==> src/rtl/fpba_pkg.sv <==
`timescale 1ns / 1ps
// ----------------------------------------------------------------------------
// Fit-policy block allocator package
// Sizes, codes and the control bundle shared by the allocator modules.
// ----------------------------------------------------------------------------
package fpba_pkg;

    localparam int NBLOCKS    = 16;
    localparam int SIZE_WIDTH = 16;

    // Widths fixed by the channel fields.
    localparam int KIND_W   = 1;
    localparam int LIDX_W   = 4;
    localparam int SIZE_W   = 16;
    localparam int CHOSEN_W = 4;
    localparam int CIDX_W   = 2;
    localparam int CDATA_W  = 8;

    // Derived storage widths.
    localparam int IDX_W = (NBLOCKS > 1) ? $clog2(NBLOCKS) : 1;
    localparam int CNT_W = $clog2(NBLOCKS + 1);

    localparam logic [KIND_W-1:0] KIND_LOAD  = 1'b0;
    localparam logic [KIND_W-1:0] KIND_ALLOC = 1'b1;

    localparam logic [CIDX_W-1:0] REG_FIT_MODE    = 2'd0;
    localparam logic [CIDX_W-1:0] REG_BLOCK_COUNT = 2'd1;

    localparam logic [4:0] BLOCK_COUNT_RESET = 5'd16;

    typedef enum logic [1:0] {
        FIT_FIRST = 2'd0,
        FIT_BEST  = 2'd1,
        FIT_WORST = 2'd2
    } t_fit_mode;

    typedef enum logic [1:0] {
        ST_IDLE,
        ST_SCAN,
        ST_FINISH
    } t_state;

    // Control from the sequencer to the selection datapath.
    typedef struct packed {
        logic             start;
        logic             rd_valid;
        logic [IDX_W-1:0] rd_idx;
        t_fit_mode        mode;
    } t_sel_ctl;

endpackage

==> src/rtl/fpba_if.sv <==
`timescale 1ns / 1ps
// ----------------------------------------------------------------------------
// Fit-policy block allocator channels
// Request, response and register-write channels with valid/ready handshakes.
// ----------------------------------------------------------------------------
interface fpba_req_if;
    logic                         valid;
    logic                         ready;
    logic [fpba_pkg::KIND_W-1:0]  kind;
    logic [fpba_pkg::LIDX_W-1:0]  load_index;
    logic [fpba_pkg::SIZE_W-1:0]  size;

    modport source (output valid, kind, load_index, size, input ready);
    modport sink   (input valid, kind, load_index, size, output ready);
endinterface

interface fpba_rsp_if;
    logic                          valid;
    logic                          ready;
    logic                          granted;
    logic [fpba_pkg::CHOSEN_W-1:0] chosen_block;

    modport source (output valid, granted, chosen_block, input ready);
    modport sink   (input valid, granted, chosen_block, output ready);
endinterface

interface fpba_cfg_if;
    logic                         valid;
    logic                         ready;
    logic [fpba_pkg::CIDX_W-1:0]  index;
    logic [fpba_pkg::CDATA_W-1:0] data;

    modport source (output valid, index, data, input ready);
    modport sink   (input valid, index, data, output ready);
endinterface

==> src/rtl/fpba_cap_ram.sv <==
`timescale 1ns / 1ps
// ----------------------------------------------------------------------------
// Capacity memory
// One write port and one read port with a registered read, one entry per block.
// ----------------------------------------------------------------------------
module fpba_cap_ram (
    input  logic                            i_clk,
    input  logic                            i_we,
    input  logic [fpba_pkg::IDX_W-1:0]      i_waddr,
    input  logic [fpba_pkg::SIZE_WIDTH-1:0] i_wdata,
    input  logic                            i_re,
    input  logic [fpba_pkg::IDX_W-1:0]      i_raddr,
    output logic [fpba_pkg::SIZE_WIDTH-1:0] o_rdata
);

    logic [fpba_pkg::SIZE_WIDTH-1:0] r_mem [fpba_pkg::NBLOCKS];
    logic [fpba_pkg::SIZE_WIDTH-1:0] r_rdata;

    always_ff @(posedge i_clk) begin
        if (i_we) begin
            r_mem[i_waddr] <= i_wdata;
        end
    end

    always_ff @(posedge i_clk) begin
        if (i_re) begin
            r_rdata <= r_mem[i_raddr];
        end
    end

    assign o_rdata = r_rdata;

endmodule

==> src/rtl/fpba_select.sv <==
`timescale 1ns / 1ps
// ----------------------------------------------------------------------------
// Fit selection
// Compares each capacity read during a scan and keeps the best candidate.
// ----------------------------------------------------------------------------
module fpba_select (
    input  logic                            i_clk,
    input  logic                            i_rst_n,
    input  fpba_pkg::t_sel_ctl              i_ctl,
    input  logic [fpba_pkg::SIZE_WIDTH-1:0] i_size,
    input  logic [fpba_pkg::SIZE_WIDTH-1:0] i_cap,
    output logic                            o_found,
    output logic [fpba_pkg::SIZE_WIDTH-1:0] o_best_cap,
    output logic [fpba_pkg::IDX_W-1:0]      o_best_idx
);

    logic                            r_found;
    logic [fpba_pkg::SIZE_WIDTH-1:0] r_best_cap;
    logic [fpba_pkg::IDX_W-1:0]      r_best_idx;
    logic                            take;
    logic                            better;

    always_comb begin
        case (i_ctl.mode)
            fpba_pkg::FIT_BEST:  better = i_cap < r_best_cap;
            fpba_pkg::FIT_WORST: better = i_cap > r_best_cap;
            default:             better = 1'b0;
        endcase
        // Strict compares keep the lowest index on a tie.
        take = (i_cap >= i_size) && (!r_found || better);
    end

    always_ff @(posedge i_clk) begin
        if (!i_rst_n) begin
            r_found <= 1'b0;
        end else if (i_ctl.start) begin
            r_found <= 1'b0;
        end else if (i_ctl.rd_valid && take) begin
            r_found <= 1'b1;
        end
    end

    always_ff @(posedge i_clk) begin
        if (i_ctl.rd_valid && take && !i_ctl.start) begin
            r_best_cap <= i_cap;
            r_best_idx <= i_ctl.rd_idx;
        end
    end

    assign o_found    = r_found;
    assign o_best_cap = r_best_cap;
    assign o_best_idx = r_best_idx;

endmodule

==> src/rtl/fit_policy_block_allocator.sv <==
`timescale 1ns / 1ps
// ----------------------------------------------------------------------------
// Fit-policy block allocator
// Picks a block for each request by first, best or worst fit and debits it.
// ----------------------------------------------------------------------------
// A load writes the capacity memory when it is accepted and returns no response.
// A request reads one capacity per cycle. After the last read returns, or at
// once for a block count of zero, the response is registered and a chosen
// block is debited; no request is accepted meanwhile, and a finished scan
// waits for ready. Reset sets first fit and a block count of 16; the capacity
// memory is not cleared, so every block must be loaded before a request scans it.
module fit_policy_block_allocator (
    input  logic            i_clk,
    input  logic            i_rst_n,
    fpba_req_if.sink        i_req,
    fpba_rsp_if.source      o_rsp,
    fpba_cfg_if.sink        i_cfg
);

    fpba_pkg::t_state                r_state;
    fpba_pkg::t_state                n_state;
    fpba_pkg::t_fit_mode             r_fit_mode;
    logic [4:0]                      r_block_count;
    logic [fpba_pkg::CNT_W-1:0]      r_limit;
    logic [fpba_pkg::CNT_W-1:0]      n_limit;
    logic [fpba_pkg::CNT_W-1:0]      r_issue;
    logic [fpba_pkg::SIZE_WIDTH-1:0] r_size;
    logic                            r_rd_valid;
    logic                            r_rd_last;
    logic [fpba_pkg::IDX_W-1:0]      r_rd_idx;
    logic                            r_rsp_valid;
    logic                            r_granted;
    logic [fpba_pkg::CHOSEN_W-1:0]   r_chosen;

    logic                            req_fire;
    logic                            issue;
    logic                            finish;
    logic                            ram_we;
    logic [fpba_pkg::IDX_W-1:0]      ram_waddr;
    logic [fpba_pkg::SIZE_WIDTH-1:0] ram_wdata;
    logic [fpba_pkg::SIZE_WIDTH-1:0] ram_rdata;
    logic                            sel_found;
    logic [fpba_pkg::SIZE_WIDTH-1:0] sel_best_cap;
    logic [fpba_pkg::IDX_W-1:0]      sel_best_idx;
    fpba_pkg::t_sel_ctl              sel_ctl;

    assign i_cfg.ready = 1'b1;
    assign i_req.ready = (r_state == fpba_pkg::ST_IDLE);
    assign req_fire    = i_req.valid && i_req.ready;

    // Register writes.
    always_ff @(posedge i_clk) begin
        if (!i_rst_n) begin
            r_fit_mode    <= fpba_pkg::FIT_FIRST;
            r_block_count <= fpba_pkg::BLOCK_COUNT_RESET;
        end else if (i_cfg.valid) begin
            case (i_cfg.index)
                fpba_pkg::REG_FIT_MODE: begin
                    r_fit_mode <= fpba_pkg::t_fit_mode'(i_cfg.data[1:0]);
                end
                fpba_pkg::REG_BLOCK_COUNT: r_block_count <= i_cfg.data[4:0];
                default: ;
            endcase
        end
    end

    // Blocks beyond the memory are never scanned.
    always_comb begin
        if (32'(r_block_count) > fpba_pkg::NBLOCKS) begin
            n_limit = fpba_pkg::CNT_W'(fpba_pkg::NBLOCKS);
        end else begin
            n_limit = fpba_pkg::CNT_W'(r_block_count);
        end
    end

    always_comb begin
        n_state = r_state;
        issue   = 1'b0;
        finish  = 1'b0;
        case (r_state)
            fpba_pkg::ST_IDLE: begin
                if (req_fire && (i_req.kind == fpba_pkg::KIND_ALLOC)) begin
                    n_state = (n_limit == '0) ? fpba_pkg::ST_FINISH : fpba_pkg::ST_SCAN;
                end
            end
            fpba_pkg::ST_SCAN: begin
                issue = (r_issue < r_limit);
                if (r_rd_valid && r_rd_last) begin
                    n_state = fpba_pkg::ST_FINISH;
                end
            end
            fpba_pkg::ST_FINISH: begin
                // Hold the result until the output register is free.
                if (!r_rsp_valid || o_rsp.ready) begin
                    finish  = 1'b1;
                    n_state = fpba_pkg::ST_IDLE;
                end
            end
            default: n_state = fpba_pkg::ST_IDLE;
        endcase
    end

    always_ff @(posedge i_clk) begin
        if (!i_rst_n) begin
            r_state <= fpba_pkg::ST_IDLE;
        end else begin
            r_state <= n_state;
        end
    end

    // Scan sequencing: one read issued per cycle, with the data from the registered read returned in the next cycle.
    always_ff @(posedge i_clk) begin
        if (!i_rst_n) begin
            r_issue    <= '0;
            r_limit    <= '0;
            r_rd_valid <= 1'b0;
            r_rd_last  <= 1'b0;
        end else begin
            r_rd_valid <= issue;
            r_rd_last  <= issue && ((r_issue + 1'b1) == r_limit);
            if (req_fire) begin
                r_issue <= '0;
                r_limit <= n_limit;
            end else if (issue) begin
                r_issue <= r_issue + 1'b1;
            end
        end
    end

    always_ff @(posedge i_clk) begin
        if (issue) begin
            r_rd_idx <= r_issue[fpba_pkg::IDX_W-1:0];
        end
        if (req_fire) begin
            r_size <= fpba_pkg::SIZE_WIDTH'(i_req.size);
        end
    end

    // Memory writes come from loads in idle and from the write-back at the end.
    always_comb begin
        ram_we    = 1'b0;
        ram_waddr = sel_best_idx;
        ram_wdata = sel_best_cap - r_size;
        if (finish) begin
            ram_we = sel_found;
        end else if (req_fire && (i_req.kind == fpba_pkg::KIND_LOAD)) begin
            ram_we    = (32'(i_req.load_index) < fpba_pkg::NBLOCKS);
            ram_waddr = fpba_pkg::IDX_W'(i_req.load_index);
            ram_wdata = fpba_pkg::SIZE_WIDTH'(i_req.size);
        end
    end

    fpba_cap_ram u_cap_ram (
        .i_clk   (i_clk),
        .i_we    (ram_we),
        .i_waddr (ram_waddr),
        .i_wdata (ram_wdata),
        .i_re    (issue),
        .i_raddr (r_issue[fpba_pkg::IDX_W-1:0]),
        .o_rdata (ram_rdata)
    );

    assign sel_ctl.start    = req_fire;
    assign sel_ctl.rd_valid = r_rd_valid;
    assign sel_ctl.rd_idx   = r_rd_idx;
    assign sel_ctl.mode     = r_fit_mode;

    fpba_select u_select (
        .i_clk      (i_clk),
        .i_rst_n    (i_rst_n),
        .i_ctl      (sel_ctl),
        .i_size     (r_size),
        .i_cap      (ram_rdata),
        .o_found    (sel_found),
        .o_best_cap (sel_best_cap),
        .o_best_idx (sel_best_idx)
    );

    // Output register.
    always_ff @(posedge i_clk) begin
        if (!i_rst_n) begin
            r_rsp_valid <= 1'b0;
        end else if (finish) begin
            r_rsp_valid <= 1'b1;
        end else if (o_rsp.ready) begin
            r_rsp_valid <= 1'b0;
        end
    end

    always_ff @(posedge i_clk) begin
        if (finish) begin
            r_granted <= sel_found;
            r_chosen  <= sel_found ? fpba_pkg::CHOSEN_W'(sel_best_idx) : '0;
        end
    end

    assign o_rsp.valid        = r_rsp_valid;
    assign o_rsp.granted      = r_granted;
    assign o_rsp.chosen_block = r_chosen;

endmodule

==> src/flat_wrapper.sv <==
// flat-port wrapper written by rule: the top's interface ports become plain ports
module fit_policy_block_allocator_flat 
  (i_clk, i_rst_n, i_req_valid, i_req_kind, i_req_load_index, i_req_size, i_req_ready, o_rsp_valid, o_rsp_granted, o_rsp_chosen_block, o_rsp_ready, i_cfg_valid, i_cfg_index, i_cfg_data, i_cfg_ready);
  fpba_req_if i_req_i ();
  fpba_rsp_if o_rsp_i ();
  fpba_cfg_if i_cfg_i ();
  input  logic i_clk;
  input  logic i_rst_n;
  input wire logic [$bits(i_req_i.valid)-1:0] i_req_valid;
  input wire logic [$bits(i_req_i.kind)-1:0] i_req_kind;
  input wire logic [$bits(i_req_i.load_index)-1:0] i_req_load_index;
  input wire logic [$bits(i_req_i.size)-1:0] i_req_size;
  output wire logic [$bits(i_req_i.ready)-1:0] i_req_ready;
  output wire logic [$bits(o_rsp_i.valid)-1:0] o_rsp_valid;
  output wire logic [$bits(o_rsp_i.granted)-1:0] o_rsp_granted;
  output wire logic [$bits(o_rsp_i.chosen_block)-1:0] o_rsp_chosen_block;
  input wire logic [$bits(o_rsp_i.ready)-1:0] o_rsp_ready;
  input wire logic [$bits(i_cfg_i.valid)-1:0] i_cfg_valid;
  input wire logic [$bits(i_cfg_i.index)-1:0] i_cfg_index;
  input wire logic [$bits(i_cfg_i.data)-1:0] i_cfg_data;
  output wire logic [$bits(i_cfg_i.ready)-1:0] i_cfg_ready;
  assign i_req_i.valid = i_req_valid;
  assign i_req_i.kind = i_req_kind;
  assign i_req_i.load_index = i_req_load_index;
  assign i_req_i.size = i_req_size;
  assign i_req_ready = i_req_i.ready;
  assign o_rsp_valid = o_rsp_i.valid;
  assign o_rsp_granted = o_rsp_i.granted;
  assign o_rsp_chosen_block = o_rsp_i.chosen_block;
  assign o_rsp_i.ready = o_rsp_ready;
  assign i_cfg_i.valid = i_cfg_valid;
  assign i_cfg_i.index = i_cfg_index;
  assign i_cfg_i.data = i_cfg_data;
  assign i_cfg_ready = i_cfg_i.ready;
  fit_policy_block_allocator u_core (.i_clk(i_clk), .i_rst_n(i_rst_n), .i_req(i_req_i), .o_rsp(o_rsp_i), .i_cfg(i_cfg_i));
endmodule
==> config.mk <==
export PLATFORM = sky130hd
export DESIGN_NAME = fit_policy_block_allocator_flat
export DESIGN_NICKNAME = d
export VERILOG_FILES = /design/src/rtl/fpba_pkg.sv /design/src/rtl/fpba_if.sv /design/src/rtl/fpba_cap_ram.sv /design/src/rtl/fpba_select.sv /design/src/rtl/fit_policy_block_allocator.sv /design/src/flat_wrapper.sv
export SDC_FILE = /design/constraint.sdc
export NUM_CORES = 1
export LEC_CHECK = 0
export ABC_CLOCK_PERIOD_IN_PS = 4000
export BUFFER_PORTS_ARGS = -buffer_cell sky130_fd_sc_hd__buf_2
export CORE_ASPECT_RATIO = 0.7
export CORE_MARGIN = 4
export CORE_UTILIZATION = 35
export DETAILED_ROUTE_END_ITERATION = 8
export GPL_ROUTABILITY_DRIVEN = 0
export PLACE_DENSITY_LB_ADDON = 0.25
export SLEW_MARGIN = 20
export SYNTH_ARGS = -nofsm -noshare
export SYNTH_HDL_FRONTEND = slang
export SYNTH_SLANG_ARGS = --single-unit
==> constraint.sdc <==
create_clock -name i_clk -period 4 [get_ports i_clk]
set_clock_uncertainty 0.15 [all_clocks]
set_input_delay 0.4 -clock i_clk [delete_from_list [all_inputs] [get_ports i_clk]]
set_output_delay 0.4 -clock i_clk [all_outputs]
set_load 0.01 [all_outputs]
Word-level counts from Yosys, hierarchy flattened. Memory sizes are Yosys's and may differ from the RTL's. A register that Yosys moved wholly into a read port is not among the register bits. Cells that the tools add are included.

Flip-flop bits (word level): 68. Memory bits (writable): 256. Bits of input ports: 36. Logic and storage cells: 75. Memories kept: 1.

Memories: u_core.u_cap_ram.r_mem (depth 16, width 16, read ports 1, clocked after memory_dff 1, wr ports 1, line fpba_cap_ram.sv:16) `logic [fpba_pkg::SIZE_WIDTH-1:0] r_mem [fpba_pkg::NBLOCKS];`.

Add/subtract/negate cells: 2. $lt $le $gt $ge: 5. Eq/ne operators: 9. Multiplexer cells: 20. Bitwise gates (word level): 2. Reductions and logical operators: 21.

Operators by type and width (number): two-way mux 16 bit (2); greater-or-equal comparator 16 bit (1); > comparator 16 bit (1); less-than comparator 16 bit (1); subtractor 16 bit (1); two-way mux 1 bit (9); logical AND 1 bit (8); two-way mux 2 bit (4); two-way mux 4 bit (2); equality test 2 x 1 -> 1 bit (second input constant) (3); case mux 2 bit (3 select lines) (1); adder 5 x 1 -> 5 bit (second input constant) (1); equality test 5 bit (1); > comparator 5 bit (second input constant) (1); logical NOT 5 bit (1); less-than comparator 5 bit (1); two-way mux 5 bit (1); equality test 2 bit (second input constant) (2); logical NOT 2 bit (2); != test 2 x 1 -> 1 bit (second input constant) (2); AND reduction 2 bit (2); logical NOT 1 bit (3); AND reduction 3 bit (1); logical OR 1 bit (2); 5 further kinds (6).

Longest topological paths before layout.
Depth after elaboration: 7. Gate-level depth with buffers: 10. Gate-level depth less buffers: 9.

Hierarchy. Synthesis repeated with hierarchy kept, for this count alone.

Cells, all modules: 916. Area total of the unflattened synthesis: 14790.4 um^2.

By module, submodules not included: fpba_cap_ram (times used 1, cells each 432, area each 10203.5 um^2, sequential area each 8167.8 um^2); fit_policy_block_allocator (times used 1, cells each 338, area each 3096.7 um^2, sequential area each 1191.1 um^2); fpba_select (times used 1, cells each 146, area each 1490.2 um^2, sequential area each 620.6 um^2).

Worst setup path before layout. No wires, ideal clock.

Path type: register -> register. From: register u_core.u_cap_ram.r_rdata (netlist bit u_core.u_cap_ram.o_rdata[15]), read port of u_core.u_cap_ram.r_mem. To: register u_core.u_select.r_best_cap (netlist bit u_core.u_select.o_best_cap[0]), enable pin. Library setup time: 0.400 ns. Data arrival time: 2.883 ns. Slack: 0.567 ns. Stages on the path, launching flop included: 8. Buffers on the path: 0. Path through: edfxtp_1 > ha_1 > nand4_1 > or4_1 > a21o_1 > a31o_1 > a21o_1 > a221oi_2.

Word-level cells in the longest chain between the ends: 6.

Ends and longest elaborated chain: from (decl) (line fpba_cap_ram.sv:17) `logic [fpba_pkg::SIZE_WIDTH-1:0] r_rdata;`; > comparator 16 bit / less-than comparator 16 bit (equally long branches) (line fpba_select.sv:26, fpba_select.sv:25); case mux 1 bit (2 select lines) (line fpba_select.sv:24) `case (i_ctl.mode)`; logical OR 1 bit (line fpba_select.sv:30) `take = (i_cap >= i_size) && (!r_found || better);`; logical AND 1 bit * (line fpba_select.sv:30); logical AND 1 bit * (2 in series) (line fpba_select.sv:44) `if (i_ctl.rd_valid && take && !i_ctl.start) begin`; to (signal assigned) (line fpba_select.sv:45) `r_best_cap <= i_cap;`; to (decl) (line fpba_select.sv:18) `logic [fpba_pkg::SIZE_WIDTH-1:0] r_best_cap;`.

Mark *: on every way between the ends. The rest lies on a longest branch, timed or not. A chain may end at the register's enable or synchronous reset.

Final worst setup path.
From: register u_core.u_cap_ram.r_rdata (netlist bit u_core.u_cap_ram.o_rdata[14]), read port of u_core.u_cap_ram.r_mem. To: register u_core.u_select.r_best_cap (netlist bit u_core.u_select.o_best_cap[3]), enable pin.

The elaborated chain is that of the path after synthesis.

==> results.sh <==
export IMPL_numCtsBuffers=34
export IMPL_antenna_left=0
export IMPL_wl_mm=34.37
export IMPL_rsz0062_at_grt="false"
export IMPL_status="finished, final reports clean"
export IMPL_placementRows=62
export IMPL_cp_required_ns=4.08
export IMPL_cp_arrival_ns=3.42
export IMPL_worst_slew_pin_slew_ns=1.088
export IMPL_hp_class="in2reg"
export IMPL_path_cells="ha_1 -> nand4_1 -> or4_1 -> a21o_1 -> a31o_1 -> a21o_1 -> a221oi_2 -> buf_12"
export IMPL_cts_buffer_depth=3
export IMPL_cp_end_kind="register"
export IMPL_finalInstanceArea_um2=17030
export IMPL_grt_pass1_wl_mm=51.34
export IMPL_clock_fmax_ghz=0.2990
export IMPL_crit_buf_inv=1
export IMPL_chipHeight_um=178.9
export IMPL_n_fill_cell=3719
export IMPL_cts_tree="yes"
export IMPL_crit_slowest_cell="a221oi_2"
export IMPL_initial_core_util_pct=35.51
export IMPL_clk_latency_ns=0.53
export IMPL_start_kind="register"
export IMPL_track_usage_pct=15.34
export IMPL_critPathKind="reg2reg"
export IMPL_postSynthAreaPerCell_um2=17.00
export IMPL_hold_viol=0
export IMPL_die_width_um=252.1
export IMPL_cp_depth=8
export IMPL_synth_ff_type="edfxtp_1"
export IMPL_path_clk_slew_ns=0.06
export IMPL_drc=0
export IMPL_synth_edf_count=317
export IMPL_ios=44
export IMPL_dpl_hpwl_mm=22.57
export IMPL_cp_max_fo=16
export IMPL_placed_area_um2=15730
export IMPL_synth_cells=859
export IMPL_slew_headroom_pct=27.36
export IMPL_timing_final_crit_share_pct=83.62
export IMPL_grt_max_degree=52
export IMPL_fin_crit_ns=3.345
export IMPL_wl_per_cell_um=22.45
export IMPL_synth_top_area_share_pct=65.19
export IMPL_p_leak_nw=5.688
export IMPL_final_cells=1531
export IMPL_first_pass_iters=4
export IMPL_cpPeakStageDelay_ns=0.58
export IMPL_clockRootBuffer="clkbuf_16"
export IMPL_drt_iter0_drc=638
export IMPL_synthTopCellsByArea="edfxtp_1 (65%), mux4_2 (12%), ha_1 (4.7%)"
export IMPL_vdd_drop_max_mv=0.2846
export IMPL_final_setup_worst_slack_ns=0.6553
export IMPL_postCtsSetupBuffers=0
export IMPL_ys_types=53
export IMPL_crit_family="compound AO/OA/AOI/OAI gates"
export IMPL_synth_top_cell_by_area="edfxtp_1"
export IMPL_grt_pass1_vias=7911
export IMPL_hold_ws_ns=0.05248
export IMPL_synth_area_um2=14600
export IMPL_async_flop_share_pct=0
export IMPL_final_setup_tns_ns=0
export IMPL_hold_depth=2
export IMPL_htree_levels=2
export IMPL_synth_seq_area_share_pct=68.35
export IMPL_place_ws_ns=0.6527
export IMPL_antenna_cells=0
export IMPL_synth_seq_cells=340
export IMPL_antenna_found_initial=1
export IMPL_finalSetupViolations=0
export IMPL_layout_drive_gt1_share_pct=22.80
export IMPL_cap_violations=0
export IMPL_core_um2=41110
export IMPL_place_inst=1449
export IMPL_yosysWarnings=0
export IMPL_syn_to_final_growth_pct=16.64
export IMPL_routed_via_density=5.243
export IMPL_vias=8027
export IMPL_dieArea_um2=45100
export IMPL_syn_num_nets=951
export IMPL_r2r_cells=8
export IMPL_port_buffers=39
export IMPL_overflow=0
export IMPL_finalMaxSlewViolations=0
export IMPL_power_density_nw_per_um2=446.1
export IMPL_nets=1054
export IMPL_clkSinkCount=340
export IMPL_cp_common_cell="a21o_1"
-- synth_stat cells, drive strengths merged (9+ instances only) --
cell	n
a21o	11
a21oi	29
a31oi	10
and2	9
buf	15
clkbuf	13
dfxtp	23
edfxtp	317
ha	55
inv	47
mux4	80
nand2	25
nand3	12
nor2	49
nor2b	15
nor3	12
nor3b	12
o21a	12
o21ai	26
o31ai	9
-- path summary, 6_finish.rpt --
kind,start,endpoint,slack [ns]
worst max-delay path,u_core.u_cap_ram.o_rdata[14],u_core.u_select.o_best_cap[3],0.66
worst min-delay path,i_rst_n,u_core.r_block_count[4],0.05
worst max register to register,u_core.u_cap_ram.o_rdata[14],u_core.u_select.o_best_cap[3],0.66
worst min register to register,u_core.r_rd_idx[0],u_core.u_select.o_best_idx[0],0.26
-- stage by stage --
stage          power, mW  utilization, %
2_1_floorplan      4.317               -
3_3_place_gp       4.499           38.22
3_5_place_dp       4.512           38.27
4_1_cts            7.677           41.41
5_1_grt            7.884           41.42
6_report           7.597           41.42
-- placed cells by master, fill, tap and decap left out, types with 7 or more instances in the layout --
cell / instances
a21oi_1: 29
and2_1: 9
and3_1: 7
clkinv_1: 10
nor3b_1: 12
buf_4: 31
edfxtp_1: 317
dlygate4sd3_1: 21
buf_2: 39
o21ai_0: 25
ha_1: 55
a31oi_1: 10
nand3_1: 12
a21o_1: 11
o31ai_1: 9
inv_1: 47
o21a_1: 12
nor3_1: 12
mux4_2: 80
nand2b_1: 7
nor2b_1: 15
nand2_1: 25
dfxtp_1: 20
clkbuf_16: 35
nor2_1: 31
nor2_2: 13
-- area by class of cell --
| type | count | area (um2) | share of cell area (%) |
|---|---|---|---|
| clock buffers | 44 | 939.7 | 5.517 |
| clock inverters | 17 | 143.9 | 0.8448 |
| inverters | 48 | 180.2 | 1.058 |
| multi-input cells | 443 | 4383 | 25.73 |
| flip-flops and latches | 340 | 9986 | 58.63 |
| well taps | 544 | 680.7 | 3.996 |
| repair buffers | 95 | 718.2 | 4.217 |
-- repair_timing --
item	CTS	global route
hold buffers	21	0
endpoints found under the hold margin	23	0
gates resized for setup	0	0
endpoints found under the setup margin	0	0
-- logic make-up after synthesis --
kind of cell	share of synthesized area [%]
flip-flops	68.35
AND/OR/NAND/NOR	5.938
AO/OA/AOI/OAI	5.433
multiplexers	12.75
buffers and inverters	2.116
adder cells (fa/ha/maj)	4.850
XOR/XNOR	0.5399
other	0.02568
-- flip-flops by register name, indices dropped and copies added, names as in the netlist, 4 cells and up --
signal / count
u_core.u_cap_ram.r_mem: 256
u_core.r_size: 16
u_core.u_cap_ram.o_rdata: 16
u_core.u_select.o_best_cap: 16
u_core.r_block_count: 5
u_core.r_issue: 5
u_core.r_limit: 5
u_core.o_rsp.chosen_block: 4
u_core.r_rd_idx: 4
u_core.u_select.o_best_idx: 4
-- power by group --
part / total, mW / internal, mW / switching (mW)
Clock: 3.14 / 1.80 / 1.35
Combinational: 0.442 / 0.149 / 0.293
Sequential: 4.01 / 3.99 / 0.0190
-- routing by layer --
| metal | wire, um | up-vias | global-route usage, % |
|---|---|---|---|
| li1 | - | 3634 | - |
| met1 | 17070 | 4110 | 24.29 |
| met2 | 14520 | 237 | 21.94 |
| met3 | 2248 | 46 | 2.958 |
| met4 | 534 | 0 | 3.147 |
| met5 | 0 | - | 0 |
(Power assumes the default switching activity.)
